`src/hdl/icph_pkg.sv`:
```
`timescale 1ns / 1ps
// ----------------------------------------------------------------------------
// icph_pkg: shared types and helpers for the internet checksum block
// Queue entry layout and ones' complement arithmetic.
// ----------------------------------------------------------------------------
package icph_pkg;

    localparam int QUEUE_DEPTH_DEFAULT = 2;

    localparam logic [15:0] MASK16 = 16'hffff;
    localparam logic [7:0]  PAD_LOW = 8'h00;

    typedef struct packed {
        logic [15:0] word;
        logic        last;
        logic [15:0] pseudo_sum;
    } entry_t;

    localparam int ENTRY_W = $bits(entry_t);

    function automatic logic [15:0] oc_add(input logic [15:0] a, input logic [15:0] b);
        logic [16:0] s;
        logic [16:0] f;
        s = {1'b0, a} + {1'b0, b};
        f = {1'b0, s[15:0]} + {16'h0000, s[16]};
        return f[15:0];
    endfunction

    // Fold a plain sum of up to eight 16-bit words into 16 bits with end-around carry.
    function automatic logic [15:0] oc_fold19(input logic [18:0] t);
        logic [16:0] f1;
        logic [16:0] f2;
        f1 = {1'b0, t[15:0]} + {14'h0000, t[18:16]};
        f2 = {1'b0, f1[15:0]} + {16'h0000, f1[16]};
        return f2[15:0];
    endfunction

endpackage

```
`src/hdl/icph_front.sv`:
```
`timescale 1ns / 1ps
// ----------------------------------------------------------------------------
// icph_front: byte pairing front end
// Pairs bytes into 16-bit words, pads an odd final byte, and sums the
// pseudo-header words for the last word of a packet.
// ----------------------------------------------------------------------------
module icph_front (
    input  logic                  aclk,
    input  logic                  aresetn,
    input  logic                  s_valid,
    output logic                  s_ready,
    input  logic [7:0]            s_data_byte,
    input  logic                  s_last_byte,
    input  logic                  s_include_pseudo,
    input  logic [31:0]           s_source_address,
    input  logic [31:0]           s_destination_address,
    input  logic [7:0]            s_protocol_number,
    input  logic [15:0]           s_upper_length,
    input  logic                  q_full,
    output logic                  q_push,
    output icph_pkg::entry_t      q_entry
);

    logic       odd_reg;
    logic       odd_next;
    logic [7:0] held_reg;
    logic [7:0] held_next;
    logic       accept;
    logic [18:0] pseudo_total;

    assign s_ready = !q_full;
    assign accept  = s_valid && s_ready;
    assign q_push  = accept && (odd_reg || s_last_byte);

    assign pseudo_total = {3'b000, s_source_address[31:16]}
                        + {3'b000, s_source_address[15:0]}
                        + {3'b000, s_destination_address[31:16]}
                        + {3'b000, s_destination_address[15:0]}
                        + {11'h000, s_protocol_number}
                        + {3'b000, s_upper_length};

    always_comb begin
        q_entry.word       = odd_reg ? {held_reg, s_data_byte} : {s_data_byte, icph_pkg::PAD_LOW};
        q_entry.last       = s_last_byte;
        q_entry.pseudo_sum = (s_last_byte && s_include_pseudo) ?
                             icph_pkg::oc_fold19(pseudo_total) : 16'h0000;
    end

    always_comb begin
        odd_next  = odd_reg;
        held_next = held_reg;
        if (accept) begin
            if (odd_reg || s_last_byte) begin
                odd_next = 1'b0;
            end else begin
                odd_next  = 1'b1;
                held_next = s_data_byte;
            end
        end
    end

    always_ff @(posedge aclk) begin
        if (!aresetn) begin
            odd_reg <= 1'b0;
        end else begin
            odd_reg <= odd_next;
        end
        held_reg <= held_next;
    end

endmodule

```
`src/hdl/icph_queue.sv`:
```
`timescale 1ns / 1ps
// ----------------------------------------------------------------------------
// icph_queue: short register queue between front and back
// First-in first-out store of word entries.
// ----------------------------------------------------------------------------
module icph_queue #(
    parameter int DEPTH = icph_pkg::QUEUE_DEPTH_DEFAULT,
    parameter int WIDTH = icph_pkg::ENTRY_W
) (
    input  logic             aclk,
    input  logic             aresetn,
    input  logic             wr_en,
    input  logic [WIDTH-1:0] wr_data,
    output logic             full,
    output logic             rd_valid,
    input  logic             rd_en,
    output logic [WIDTH-1:0] rd_data
);

    localparam int PTR_W = (DEPTH > 1) ? $clog2(DEPTH) : 1;
    localparam int CNT_W = $clog2(DEPTH + 1);

    logic [WIDTH-1:0] mem_reg [DEPTH];
    logic [PTR_W-1:0] wr_ptr_reg;
    logic [PTR_W-1:0] wr_ptr_next;
    logic [PTR_W-1:0] rd_ptr_reg;
    logic [PTR_W-1:0] rd_ptr_next;
    logic [CNT_W-1:0] count_reg;
    logic [CNT_W-1:0] count_next;
    logic             do_wr;
    logic             do_rd;

    assign full     = (count_reg == CNT_W'(DEPTH));
    assign rd_valid = (count_reg != '0);
    assign rd_data  = mem_reg[rd_ptr_reg];
    assign do_wr    = wr_en && !full;
    assign do_rd    = rd_en && rd_valid;

    always_comb begin
        wr_ptr_next = wr_ptr_reg;
        rd_ptr_next = rd_ptr_reg;
        count_next  = count_reg;
        if (do_wr) begin
            wr_ptr_next = (wr_ptr_reg == PTR_W'(DEPTH - 1)) ? '0 : wr_ptr_reg + 1'b1;
        end
        if (do_rd) begin
            rd_ptr_next = (rd_ptr_reg == PTR_W'(DEPTH - 1)) ? '0 : rd_ptr_reg + 1'b1;
        end
        if (do_wr && !do_rd) begin
            count_next = count_reg + 1'b1;
        end else if (do_rd && !do_wr) begin
            count_next = count_reg - 1'b1;
        end
    end

    always_ff @(posedge aclk) begin
        if (!aresetn) begin
            wr_ptr_reg <= '0;
            rd_ptr_reg <= '0;
            count_reg  <= '0;
        end else begin
            wr_ptr_reg <= wr_ptr_next;
            rd_ptr_reg <= rd_ptr_next;
            count_reg  <= count_next;
        end
        if (do_wr) begin
            mem_reg[wr_ptr_reg] <= wr_data;
        end
    end

endmodule

```
`src/hdl/icph_back.sv`:
```
`timescale 1ns / 1ps
// ----------------------------------------------------------------------------
// icph_back: ones' complement accumulator and result register
// Adds one word per cycle while the queue has one and, for a last word, the
// result register is free; on the last word adds the pseudo-header sum and
// registers the complemented checksum.
module icph_back (
    input  logic             aclk,
    input  logic             aresetn,
    input  logic             q_valid,
    output logic             q_pop,
    input  icph_pkg::entry_t q_entry,
    output logic             m_valid,
    input  logic             m_ready,
    output logic [15:0]      m_checksum
);

    logic [15:0] sum_reg;
    logic [15:0] sum_next;
    logic        out_valid_reg;
    logic        out_valid_next;
    logic [15:0] out_sum_reg;
    logic [15:0] out_sum_next;
    logic [15:0] word_sum;
    logic        out_free;

    assign out_free = !out_valid_reg || m_ready;
    assign q_pop    = q_valid && (!q_entry.last || out_free);
    assign word_sum = icph_pkg::oc_add(sum_reg, q_entry.word);

    always_comb begin
        sum_next       = sum_reg;
        out_sum_next   = out_sum_reg;
        out_valid_next = out_valid_reg && !m_ready;
        if (q_pop) begin
            if (q_entry.last) begin
                sum_next       = 16'h0000;
                out_sum_next   = ~icph_pkg::oc_add(word_sum, q_entry.pseudo_sum)
                                 & icph_pkg::MASK16;
                out_valid_next = 1'b1;
            end else begin
                sum_next = word_sum;
            end
        end
    end

    always_ff @(posedge aclk) begin
        if (!aresetn) begin
            sum_reg       <= 16'h0000;
            out_valid_reg <= 1'b0;
        end else begin
            sum_reg       <= sum_next;
            out_valid_reg <= out_valid_next;
        end
        out_sum_reg <= out_sum_next;
    end

    assign m_valid    = out_valid_reg;
    assign m_checksum = out_sum_reg;

endmodule

```
`src/hdl/internet_checksum_pseudo_header.sv`:
```
`timescale 1ns / 1ps
// ----------------------------------------------------------------------------
// internet_checksum_pseudo_header: streaming internet checksum
// Path: last word goes through the queue register, then the result register.
// Throughput: one byte item per cycle while the queue is not full; a stalled
// result holds only the next last word.
// Reset: synchronous, active low; clears pairing, sum, queue and output valid.
// ----------------------------------------------------------------------------
module internet_checksum_pseudo_header #(
    parameter int QUEUE_DEPTH = icph_pkg::QUEUE_DEPTH_DEFAULT
) (
    input  logic        aclk,
    input  logic        aresetn,
    input  logic        s_valid,
    output logic        s_ready,
    input  logic [7:0]  s_data_byte,
    input  logic        s_last_byte,
    input  logic        s_include_pseudo,
    input  logic [31:0] s_source_address,
    input  logic [31:0] s_destination_address,
    input  logic [7:0]  s_protocol_number,
    input  logic [15:0] s_upper_length,
    output logic        m_valid,
    input  logic        m_ready,
    output logic [15:0] m_checksum
);

    logic             q_full;
    logic             q_push;
    logic             q_valid;
    logic             q_pop;
    icph_pkg::entry_t wr_entry;
    icph_pkg::entry_t rd_entry;

    icph_front u_front (
        .aclk                  (aclk),
        .aresetn               (aresetn),
        .s_valid               (s_valid),
        .s_ready               (s_ready),
        .s_data_byte           (s_data_byte),
        .s_last_byte           (s_last_byte),
        .s_include_pseudo      (s_include_pseudo),
        .s_source_address      (s_source_address),
        .s_destination_address (s_destination_address),
        .s_protocol_number     (s_protocol_number),
        .s_upper_length        (s_upper_length),
        .q_full                (q_full),
        .q_push                (q_push),
        .q_entry               (wr_entry)
    );

    icph_queue #(
        .DEPTH (QUEUE_DEPTH),
        .WIDTH (icph_pkg::ENTRY_W)
    ) u_queue (
        .aclk     (aclk),
        .aresetn  (aresetn),
        .wr_en    (q_push),
        .wr_data  (wr_entry),
        .full     (q_full),
        .rd_valid (q_valid),
        .rd_en    (q_pop),
        .rd_data  (rd_entry)
    );

    icph_back u_back (
        .aclk       (aclk),
        .aresetn    (aresetn),
        .q_valid    (q_valid),
        .q_pop      (q_pop),
        .q_entry    (rd_entry),
        .m_valid    (m_valid),
        .m_ready    (m_ready),
        .m_checksum (m_checksum)
    );

endmodule

```
`config.mk`:
```
export PLATFORM = sky130hd
export DESIGN_NAME = internet_checksum_pseudo_header
export DESIGN_NICKNAME = d
export VERILOG_FILES = /design/src/hdl/icph_pkg.sv /design/src/hdl/icph_front.sv /design/src/hdl/icph_queue.sv /design/src/hdl/icph_back.sv /design/src/hdl/internet_checksum_pseudo_header.sv
export SDC_FILE = /design/constraint.sdc
export NUM_CORES = 1
export LEC_CHECK = 0
export BUFFER_PORTS_ARGS = -buffer_cell sky130_fd_sc_hd__buf_2
export CAP_MARGIN = 20
export CORE_AREA = 2 2 130 132
export CTS_BUF_LIST = sky130_fd_sc_hd__clkbuf_4 sky130_fd_sc_hd__clkbuf_8
export DETAILED_ROUTE_END_ITERATION = 7
export DIE_AREA = 0 0 132 134
export MAX_ROUTING_LAYER = met4
export PLACE_DENSITY = 0.82
export SYNTH_ARGS = -nofsm -noshare
export SYNTH_HDL_FRONTEND = slang
export SYNTH_HIERARCHICAL = 1
export SYNTH_SLANG_ARGS = --single-unit
```
`constraint.sdc`:
```
create_clock -name aclk -period 15.1 [get_ports aclk]
set_clock_uncertainty 0.1 [all_clocks]
set_input_delay 0.755 -clock aclk [delete_from_list [all_inputs] [get_ports aclk]]
set_output_delay 0.755 -clock aclk [all_outputs]
set_load 0.01 [all_outputs]
```
After elaboration in Yosys (flattened, before gate mapping). Memory sizes are Yosys's and may differ from the RTL's. A register that Yosys moved wholly into a read port is not among the register bits. Cells that the tools add are included.

Flip-flop bits (word level): 46. RAM bits: 66. Input port bits: 102. Output and inout port bits: 18. Word-level logic and storage cells: 63. Memories: 1.

$add $sub $neg: 15. Equal/unequal tests: 1. Muxes and demuxes: 14. Bitwise logic cells: 2. Reductions and logical operators: 22.

Memories: u_queue.mem_reg (words 2, bits a word 33, rd ports 1, clocked after memory_dff 1, wr ports 1, RTL line icph_queue.sv:23) `logic [WIDTH-1:0] mem_reg [DEPTH];`.

Operators by type and width (count): $add 19x16->19 (3); $add 16x16->17 (3); $add 16x1->16 (3); $mux 16 (3); $add 19x8->19 (1); $add 16x3->17 (1); $not 16->16 (1); $logic_and 1x1->1 (9); $mux 1 (9); $logic_not 1->1 (6); $mux 2 (2); $reduce_and 2->1 (2); $reduce_bool 2->1 (2); $logic_or 1x1->1 (3); $add 1x1->1 const B (2); $add 2x1->2 const B (1); $eq 2x2->1 const B (1); $sub 2x1->2 const B (1); $not 1->1 (1).

Logic depth before layout (Yosys ltp). Gate-level depths: netlist of run 1.

Word-level depth: 9. Depth in mapped cells: 40. Mapped depth without buffers: 39.

By module. Netlist of run 1, hierarchy kept.

Modules (own cells, without submodules): icph_front (times used 1, cells each 444, area each 3721.1 µm²); icph_back (times used 1, cells each 377, area each 3344.5 µm²); icph_queue (times used 1, cells each 128, area each 2610.0 µm²).

Least setup slack after synthesis of run 1. OpenSTA, ideal clock, no wires.

Kind: input-to-reg. Start: input port s_source_address[2]. End: memory u_queue/mem_reg[0][14] (netlist bit), data pin. Data arrival time: 7.607 ns. Required time: 14.730 ns. Path slack: 7.123 ns. Stages: 33. Buffers on the path: 0. Cell sequence: inv_1 fa_1 inv_1 fa_1 fa_1 ha_1 fa_1 a21o_1 a22o_2 o41ai_4 o21bai_1 a21oi_1 o21bai_1 a21o_1 xor2_1 ha_1 inv_1 fa_1 nor2b_1 o211ai_1 inv_1 nand4_1 nor3_1 and3_1 ha_1 nor2b_1 and2_1 nand4_1 a211oi_1 nand3_2 a211oi_1 xnor2_1 nor2_1.

RTL lines: start: declaration (RTL line internet_checksum_pseudo_header.sv:19) `input logic [31:0] s_source_address,`; end: declaration (RTL line icph_queue.sv:23).

==> results of run 1 <==
metrics by stage:
step           setup slack [ns]  power [mW]  hold slack, ns
2_1_floorplan              7.12        2.07           0.345
3_3_place_gp               6.65        2.39           0.358
3_5_place_dp               6.33        2.44           0.369
4_1_cts                    6.46        2.73           0.380
5_1_grt                    5.67        2.98           0.391
6_report                   6.44        2.73           0.376
cell families (layout without fill, tap and decap cells):
group / Yosys count / count (layout) / synth area share
AOI/OAI and AO/OA: 159 / 159 / 0.123
xor gates and xnor gates: 88 / 88 / 0.0812
adders and majority gates: 126 / 126 / 0.209
buffers and inverters: 171 / 309 / 0.0688
DFF: 113 / 113 / 0.327
muxes: 43 / 43 / 0.0498
and+or+nand+nor: 249 / 249 / 0.141
final cells by class:
type                    instances  area (sq um)  share of cell area
multi-input cells             665          5850               0.538
flip-flops and latches        113          3160               0.291
repair buffers                123           626              0.0575
inverters                     154           578              0.0531
well taps                     220           275              0.0253
clock buffers                  17           234              0.0215
clock inverters                15           148              0.0136
Yosys cell counts, types with 16 or more instances:
| library cell | count | area share |
|---|---|---|
| and2_1 | 17 | 0.011 |
| xnor2_1 | 59 | 0.053 |
| edfxtp_1 | 90 | 0.28 |
| o21ai_0 | 16 | 0.0083 |
| inv_1 | 153 | 0.059 |
| a22oi_1 | 16 | 0.012 |
| a21oi_1 | 32 | 0.017 |
| mux2_2 | 41 | 0.048 |
| nand2_1 | 41 | 0.016 |
| fa_1 | 59 | 0.12 |
| nand3_1 | 20 | 0.010 |
| ha_1 | 67 | 0.087 |
| nor2b_1 | 23 | 0.015 |
| xor2_1 | 27 | 0.024 |
| dfxtp_1 | 23 | 0.048 |
| nor2_1 | 57 | 0.022 |
critical path: cells and delay by family, from the launching register on:
| family | cells | cell delay, ns |
|---|---|---|
| AND/OR/NAND/NOR | 17 | 3.02 |
| AO/OA/AOI/OAI | 11 | 2.66 |
| adder cells (fa/ha/maj) | 5 | 1.23 |
| buffers and inverters | 2 | 0.46 |
| XOR/XNOR | 2 | 0.36 |
| flip-flops | 1 | 0.31 |
| multiplexers | 1 | 0.25 |
path summary, 6_finish.rpt:
path / from / end / slack [ns] / cells past startpoint
worst max-delay path: flip-flop / u_back/m_checksum[15] / 6.44 / 38
worst min-delay path: u_back/sum_reg[0] / u_back/sum_reg[0] / 0.38 / 2
worst max register to register: flip-flop / u_back/m_checksum[15] / 6.44 / 38
worst min register to register: u_back/sum_reg[0] / u_back/sum_reg[0] / 0.38 / 2
routing by layer:
metal  GRT usage  vias to the layer above  wire length (um)  share of wire
li1            -                     3525                 -              -
met1       0.285                     3293              8280           0.44
met2       0.391                      200              9100           0.49
met3      0.0454                       22               968          0.052
met4      0.0658                        0               295          0.016
met5           -                        -                 0              0
power groups by stage:
stage / registers (mW) / clock network, mW / logic [mW]
floorplan: 0.512 / 0 / 1.55
global placement: 0.502 / 0 / 1.89
detailed placement: 0.505 / 0 / 1.93
CTS: 0.499 / 0.280 / 1.95
global route: 0.506 / 0.294 / 2.18
finish: 0.498 / 0.276 / 1.95
==> flow_summary_export.csv, run 1 <==
group,metric,value,unit
placed_design,globalplace.congestion,0.904,
setup_path,required,15.19,ns
floorplanning,dieArea,17700,sq um
pwr,p_leak,4.78,nW
setup_path,crit_fanout,33,
synthesis,async_flop_share,0,
sta,finalSetupTns,0,ns
pwr,switching_share,0.482,
grt,grt_antenna_before_repair,0,
clock_tree,cts_buffer_depth,2,
final_layout,mostFrequentLayoutCells,"153 x inv_1, 119 x buf_2, 90 x edfxtp_1",
synthesis,synth_area,9680,sq um
sta,setup_violations,0,
setup_path,critPathKind,"flip-flop to flip-flop",
setup_path,arrival,8.75,ns
clock_tree,cts-resized-gates,0,
grt,first_global_vias,7045,
floorplanning,die_w,132,um
sta,tightest_slew,0.963,ns
placed_design,place_area,10500,sq um
clock_tree,worstSkewPairLatency,0.45,ns
drt,wl_per_cell,14.3,um
final_layout,num_antenna_cells,0,
setup_path,cp_slowest_cell,"a2111oi_4",
setup_path,critPathMaxStageDelay,0.46,ns
clock_tree,hold_buffers,0,
flow_run,cap_viol_max_count,0,
clock_tree,clkTransAtPathRegs,0.07,ns
floorplanning,coreArea,16300,sq um
synthesis,yosys.cell_types.count,92,
clock_tree,cts_tree,"yes",
setup_path,endpoint_kind,"flip-flop",
final_layout,drive_gt1_frac,0.223,
final_layout,nNetsFinal,1302,
pwr,power_frac_clock,0.101,
grt,overflow,0,
grt,grt_pass1_wl,32100,um
pwr,peakVddDrop,0.111,mV
drt,wirelength,18600,um
sta,finalHoldViolCount,0,
clock_tree,clock_sinks,113,
final_layout,n_fill_cell,1256,
sta,drv_slew,0,
setup_path,cp-start-kind,"flip-flop",
synthesis,ys_warn_count,6,
clock_tree,cts_buffers,17,
status,status,"completed",
placed_design,dp.cells,1275,
setup_path,crit_path_frequent_cell,"ha_1",
grt,grt_usage,0.232,
final_layout,largest_reg_flops,66,
drt,drt_iter0_drc,470,
pwr,p_int,1.41,mW
floorplanning,boundaryPins,120,
drt,drtAntennaViolNets,0,
floorplanning,fp-row-count,47,
drt,num_vias,7040,
floorplanning,die_h,134,um
sta,rsz0062_at_grt,"false",
clock_tree,cts_root_buf,"clkbuf_8",
pwr,power.switching,1.31,mW
synthesis,yosysSeqAreaShare,0.327,
clock_tree,cts_setup_buffers,0,
drt,viasPerCell,5.39,
drt,drcViolationCount,0,
grt,grt_start_max_net_pins,34,
sta,fin_crit,8.66,ns
drt,first_pass_iters,5,
final_layout,instances_no_fill,1307,
sta,max_slew_margin,0.355,
synthesis,ys_ff_latch,113,
clock_tree,cts_max_level,4,
pwr,p_per_area,251,nW/um^2
min_path,hold_path_class,"flip-flop to flip-flop",
synthesis,synthCells,949,
sta,fmax,115,MHz
synthesis,syn_nets,1177,
synthesis,synth_edf_count,90,
pwr,power_frac_comb,0.716,
synthesis,synthFlopType,"edfxtp_1",
pwr,seq_power_share,0.183,
final_layout,layout_commonest_cell,"inv_1",
synthesis,avgSynthCellArea,10.2,sq um
final_layout,fin_util,0.668,
floorplanning,start_util,0.594,
placed_design,hpwl,14900,um
placed_design,numPortBuffers,119,
final_layout,area_delta_synth_final,12.4,%
final_layout,design_area,10900,sq um
sta,finalCritPeriodShare,0.574,
Power figures use the tool's default switching activity.
==> inputs of run 2 (changes only) <==
- ABC_AREA: default -> 1
- CORE_AREA: 2 2 130 132 -> 2 2 136 138
- DIE_AREA: 0 0 132 134 -> 0 0 138 140
- PLACE_DENSITY: 0.82 -> 0.81
- clock period: 15.1 -> 8.7 ns (I/O delays scaled with it)
==> run 2 against run 1 <==
Effect of this change: sequential cell count did not move; final area is 8.5% higher; total power increased by 78%.
==> flow_summary_export.csv, run 2 <==
group,metric,value,unit
min_path,hold_path_class,"input port to flip-flop",
synthesis,yosys.cell_types.count,49,
clock_tree,clock_sinks,113,
clock_tree,worstSkewPairLatency,0.45,ns
final_layout,num_antenna_cells,0,
sta,drv_slew,0,
synthesis,synth_most_common_cell,"nand2_1",
sta,max_slew_margin,0.568,
sta,setup_violations,0,
pwr,peakVddDrop,0.268,mV
final_layout,drive_gt1_frac,0.193,
clock_tree,cts-resized-gates,0,
synthesis,synthFlopType,"edfxtp_1",
sta,fin_crit,6.98,ns
setup_path,crit_path_frequent_cell,"nand2_1",
floorplanning,boundaryPins,120,
synthesis,synth_area,10600,sq um
final_layout,multiInputGateArea,6180,sq um
placed_design,numPortBuffers,119,
drt,wl_per_cell,12.6,um
setup_path,endpoint_kind,"flip-flop",
grt,grt_pass1_wl,36100,um
clock_tree,cts_root_buf,"clkbuf_8",
min_path,min_from,"s_data_byte[5]",
setup_path,crit_start,"s_source_address[2]",
drt,wirelength,21300,um
sta,timing.hold.ws,0.0926,ns
setup_path,cp_slowest_cell,"fa_1",
grt,grt_antenna_before_repair,0,
sta,fmax,143,MHz
sta,finalHoldViolCount,0,
drt,drcViolationCount,0,
clock_tree,cts_setup_buffers,0,
synthesis,async_flop_share,0,
setup_path,reg2reg_slack,1.98,ns
setup_path,required,8.80,ns
final_layout,n_fill_cell,1459,
final_layout,layout_commonest_cell,"nand2_1",
sta,finalCritPeriodShare,0.803,
synthesis,ys_warn_count,6,
sta,finalSetupTns,0,ns
drt,drt_iter0_drc,456,
drt,first_pass_iters,6,
synthesis,synthDominantCellAreaShare,0.256,
floorplanning,die_w,138,um
synthesis,avgSynthCellArea,8.08,sq um
grt,grt_usage,0.234,
final_layout,largest_reg_flops,66,
floorplanning,die_h,140,um
clock_tree,cts_buffers,17,
pwr,p_per_area,412,nW/um^2
grt,first_global_vias,8179,
synthesis,synthCells,1309,
drt,num_vias,8553,
placed_design,place_ws,1.24,ns
status,status,"completed",
final_layout,seqCellArea,3160,sq um
synthesis,yosysSeqAreaShare,0.299,
synthesis,syn_nets,1537,
setup_path,crit_fanout,7,
final_layout,fin_util,0.664,
synthesis,ys_ff_latch,113,
drt,viasPerCell,5.08,
setup_path,cp-start-kind,"input port",
placed_design,hpwl,17700,um
placed_design,place_area,11400,sq um
clock_tree,cts_buffer_depth,2,
sta,rsz0062_at_grt,"false",
synthesis,yosysTopAreaCell,"edfxtp_1",
floorplanning,fp-row-count,49,
clock_tree,cts_max_level,4,
setup_path,arrival,7.08,ns
clock_tree,cts_tree,"yes",
drt,drtAntennaViolNets,0,
synthesis,synth_area_leaders,"edfxtp_1 26%, nand2_1 12%, fa_1 11%, inv_1 10%, ha_1 7.9%",
sta,fin_ws,1.72,ns
clock_tree,clkTransAtPathRegs,0.08,ns
floorplanning,dieArea,19300,sq um
setup_path,critPathKind,"input port to flip-flop",
sta,tightest_slew,0.646,ns
clock_tree,hold_buffers,0,
placed_design,globalplace.congestion,0.913,
pwr,report.power.total,4.86,mW
final_layout,mostFrequentLayoutCells,"341 x nand2_1, 283 x inv_1, 119 x buf_2",
floorplanning,coreArea,17800,sq um
synthesis,synthTopCellsByCount,"341 x nand2_1, 283 x inv_1, 90 x edfxtp_1, 78 x nor2_1, 67 x ha_1",
final_layout,area_delta_synth_final,11.6,%
grt,grt_start_max_net_pins,34,
floorplanning,start_util,0.595,
final_layout,instances_no_fill,1683,
grt,overflow,0,
flow_run,cap_viol_max_count,0,
placed_design,dp.cells,1649,
pwr,p_leak,6.16,nW
final_layout,design_area,11800,sq um
final_layout,nNetsFinal,1669,
setup_path,critPathMaxStageDelay,0.53,ns
synthesis,synth_edf_count,90,
run 2: critical path, delay by kind of cell:
kind / cells / cell delay (ns)
adders and majority gates: 8 / 3.05
and+or+nand+nor: 25 / 2.77
buffers and inverters: 6 / 0.38
AOI/OAI and AO/OA: 2 / 0.27
xor gates and xnor gates: 1 / 0.18
run 2: final cells by class:
type / count / area share
clock buffer: 17 / 0.0198
clock inverter: 15 / 0.0146
inverter: 299 / 0.0951
multi-input combinational: 885 / 0.524
sequential: 113 / 0.268
tap: 229 / 0.0243
timing repair buffer: 125 / 0.0543
run 2: kinds of logic after synthesis:
logic type / share of synthesized area
simple gates: 0.258
buf+inv: 0.117
fa+ha+maj: 0.191
flops: 0.299
compound gates: 0.0529
xor+xnor: 0.0364
mux: 0.0458
run 2: routing by layer:
metal	track usage	wire [um]	up-vias
li1	-	-	4370
met1	0.288	9280	3932
met2	0.402	10500	224
met3	0.0369	1090	27
met4	0.0661	358	0
met5	-	0	-
run 2: power breakdown:
group	internal, mW	total [mW]	switching [mW]
registers	0.810	0.869	0.0597
logic	1.22	3.48	2.26
clock network	0.263	0.509	0.246
total	2.29	4.86	2.57
run 2: worst paths after layout:
check                           endpoint  cells after the start
setup / recovery  u_queue/mem_reg[0][15]                     42
hold / removal       u_front/held_reg[5]                      1
setup reg to reg   u_back/m_checksum[12]                     37
hold reg to reg        u_back/sum_reg[8]                      2
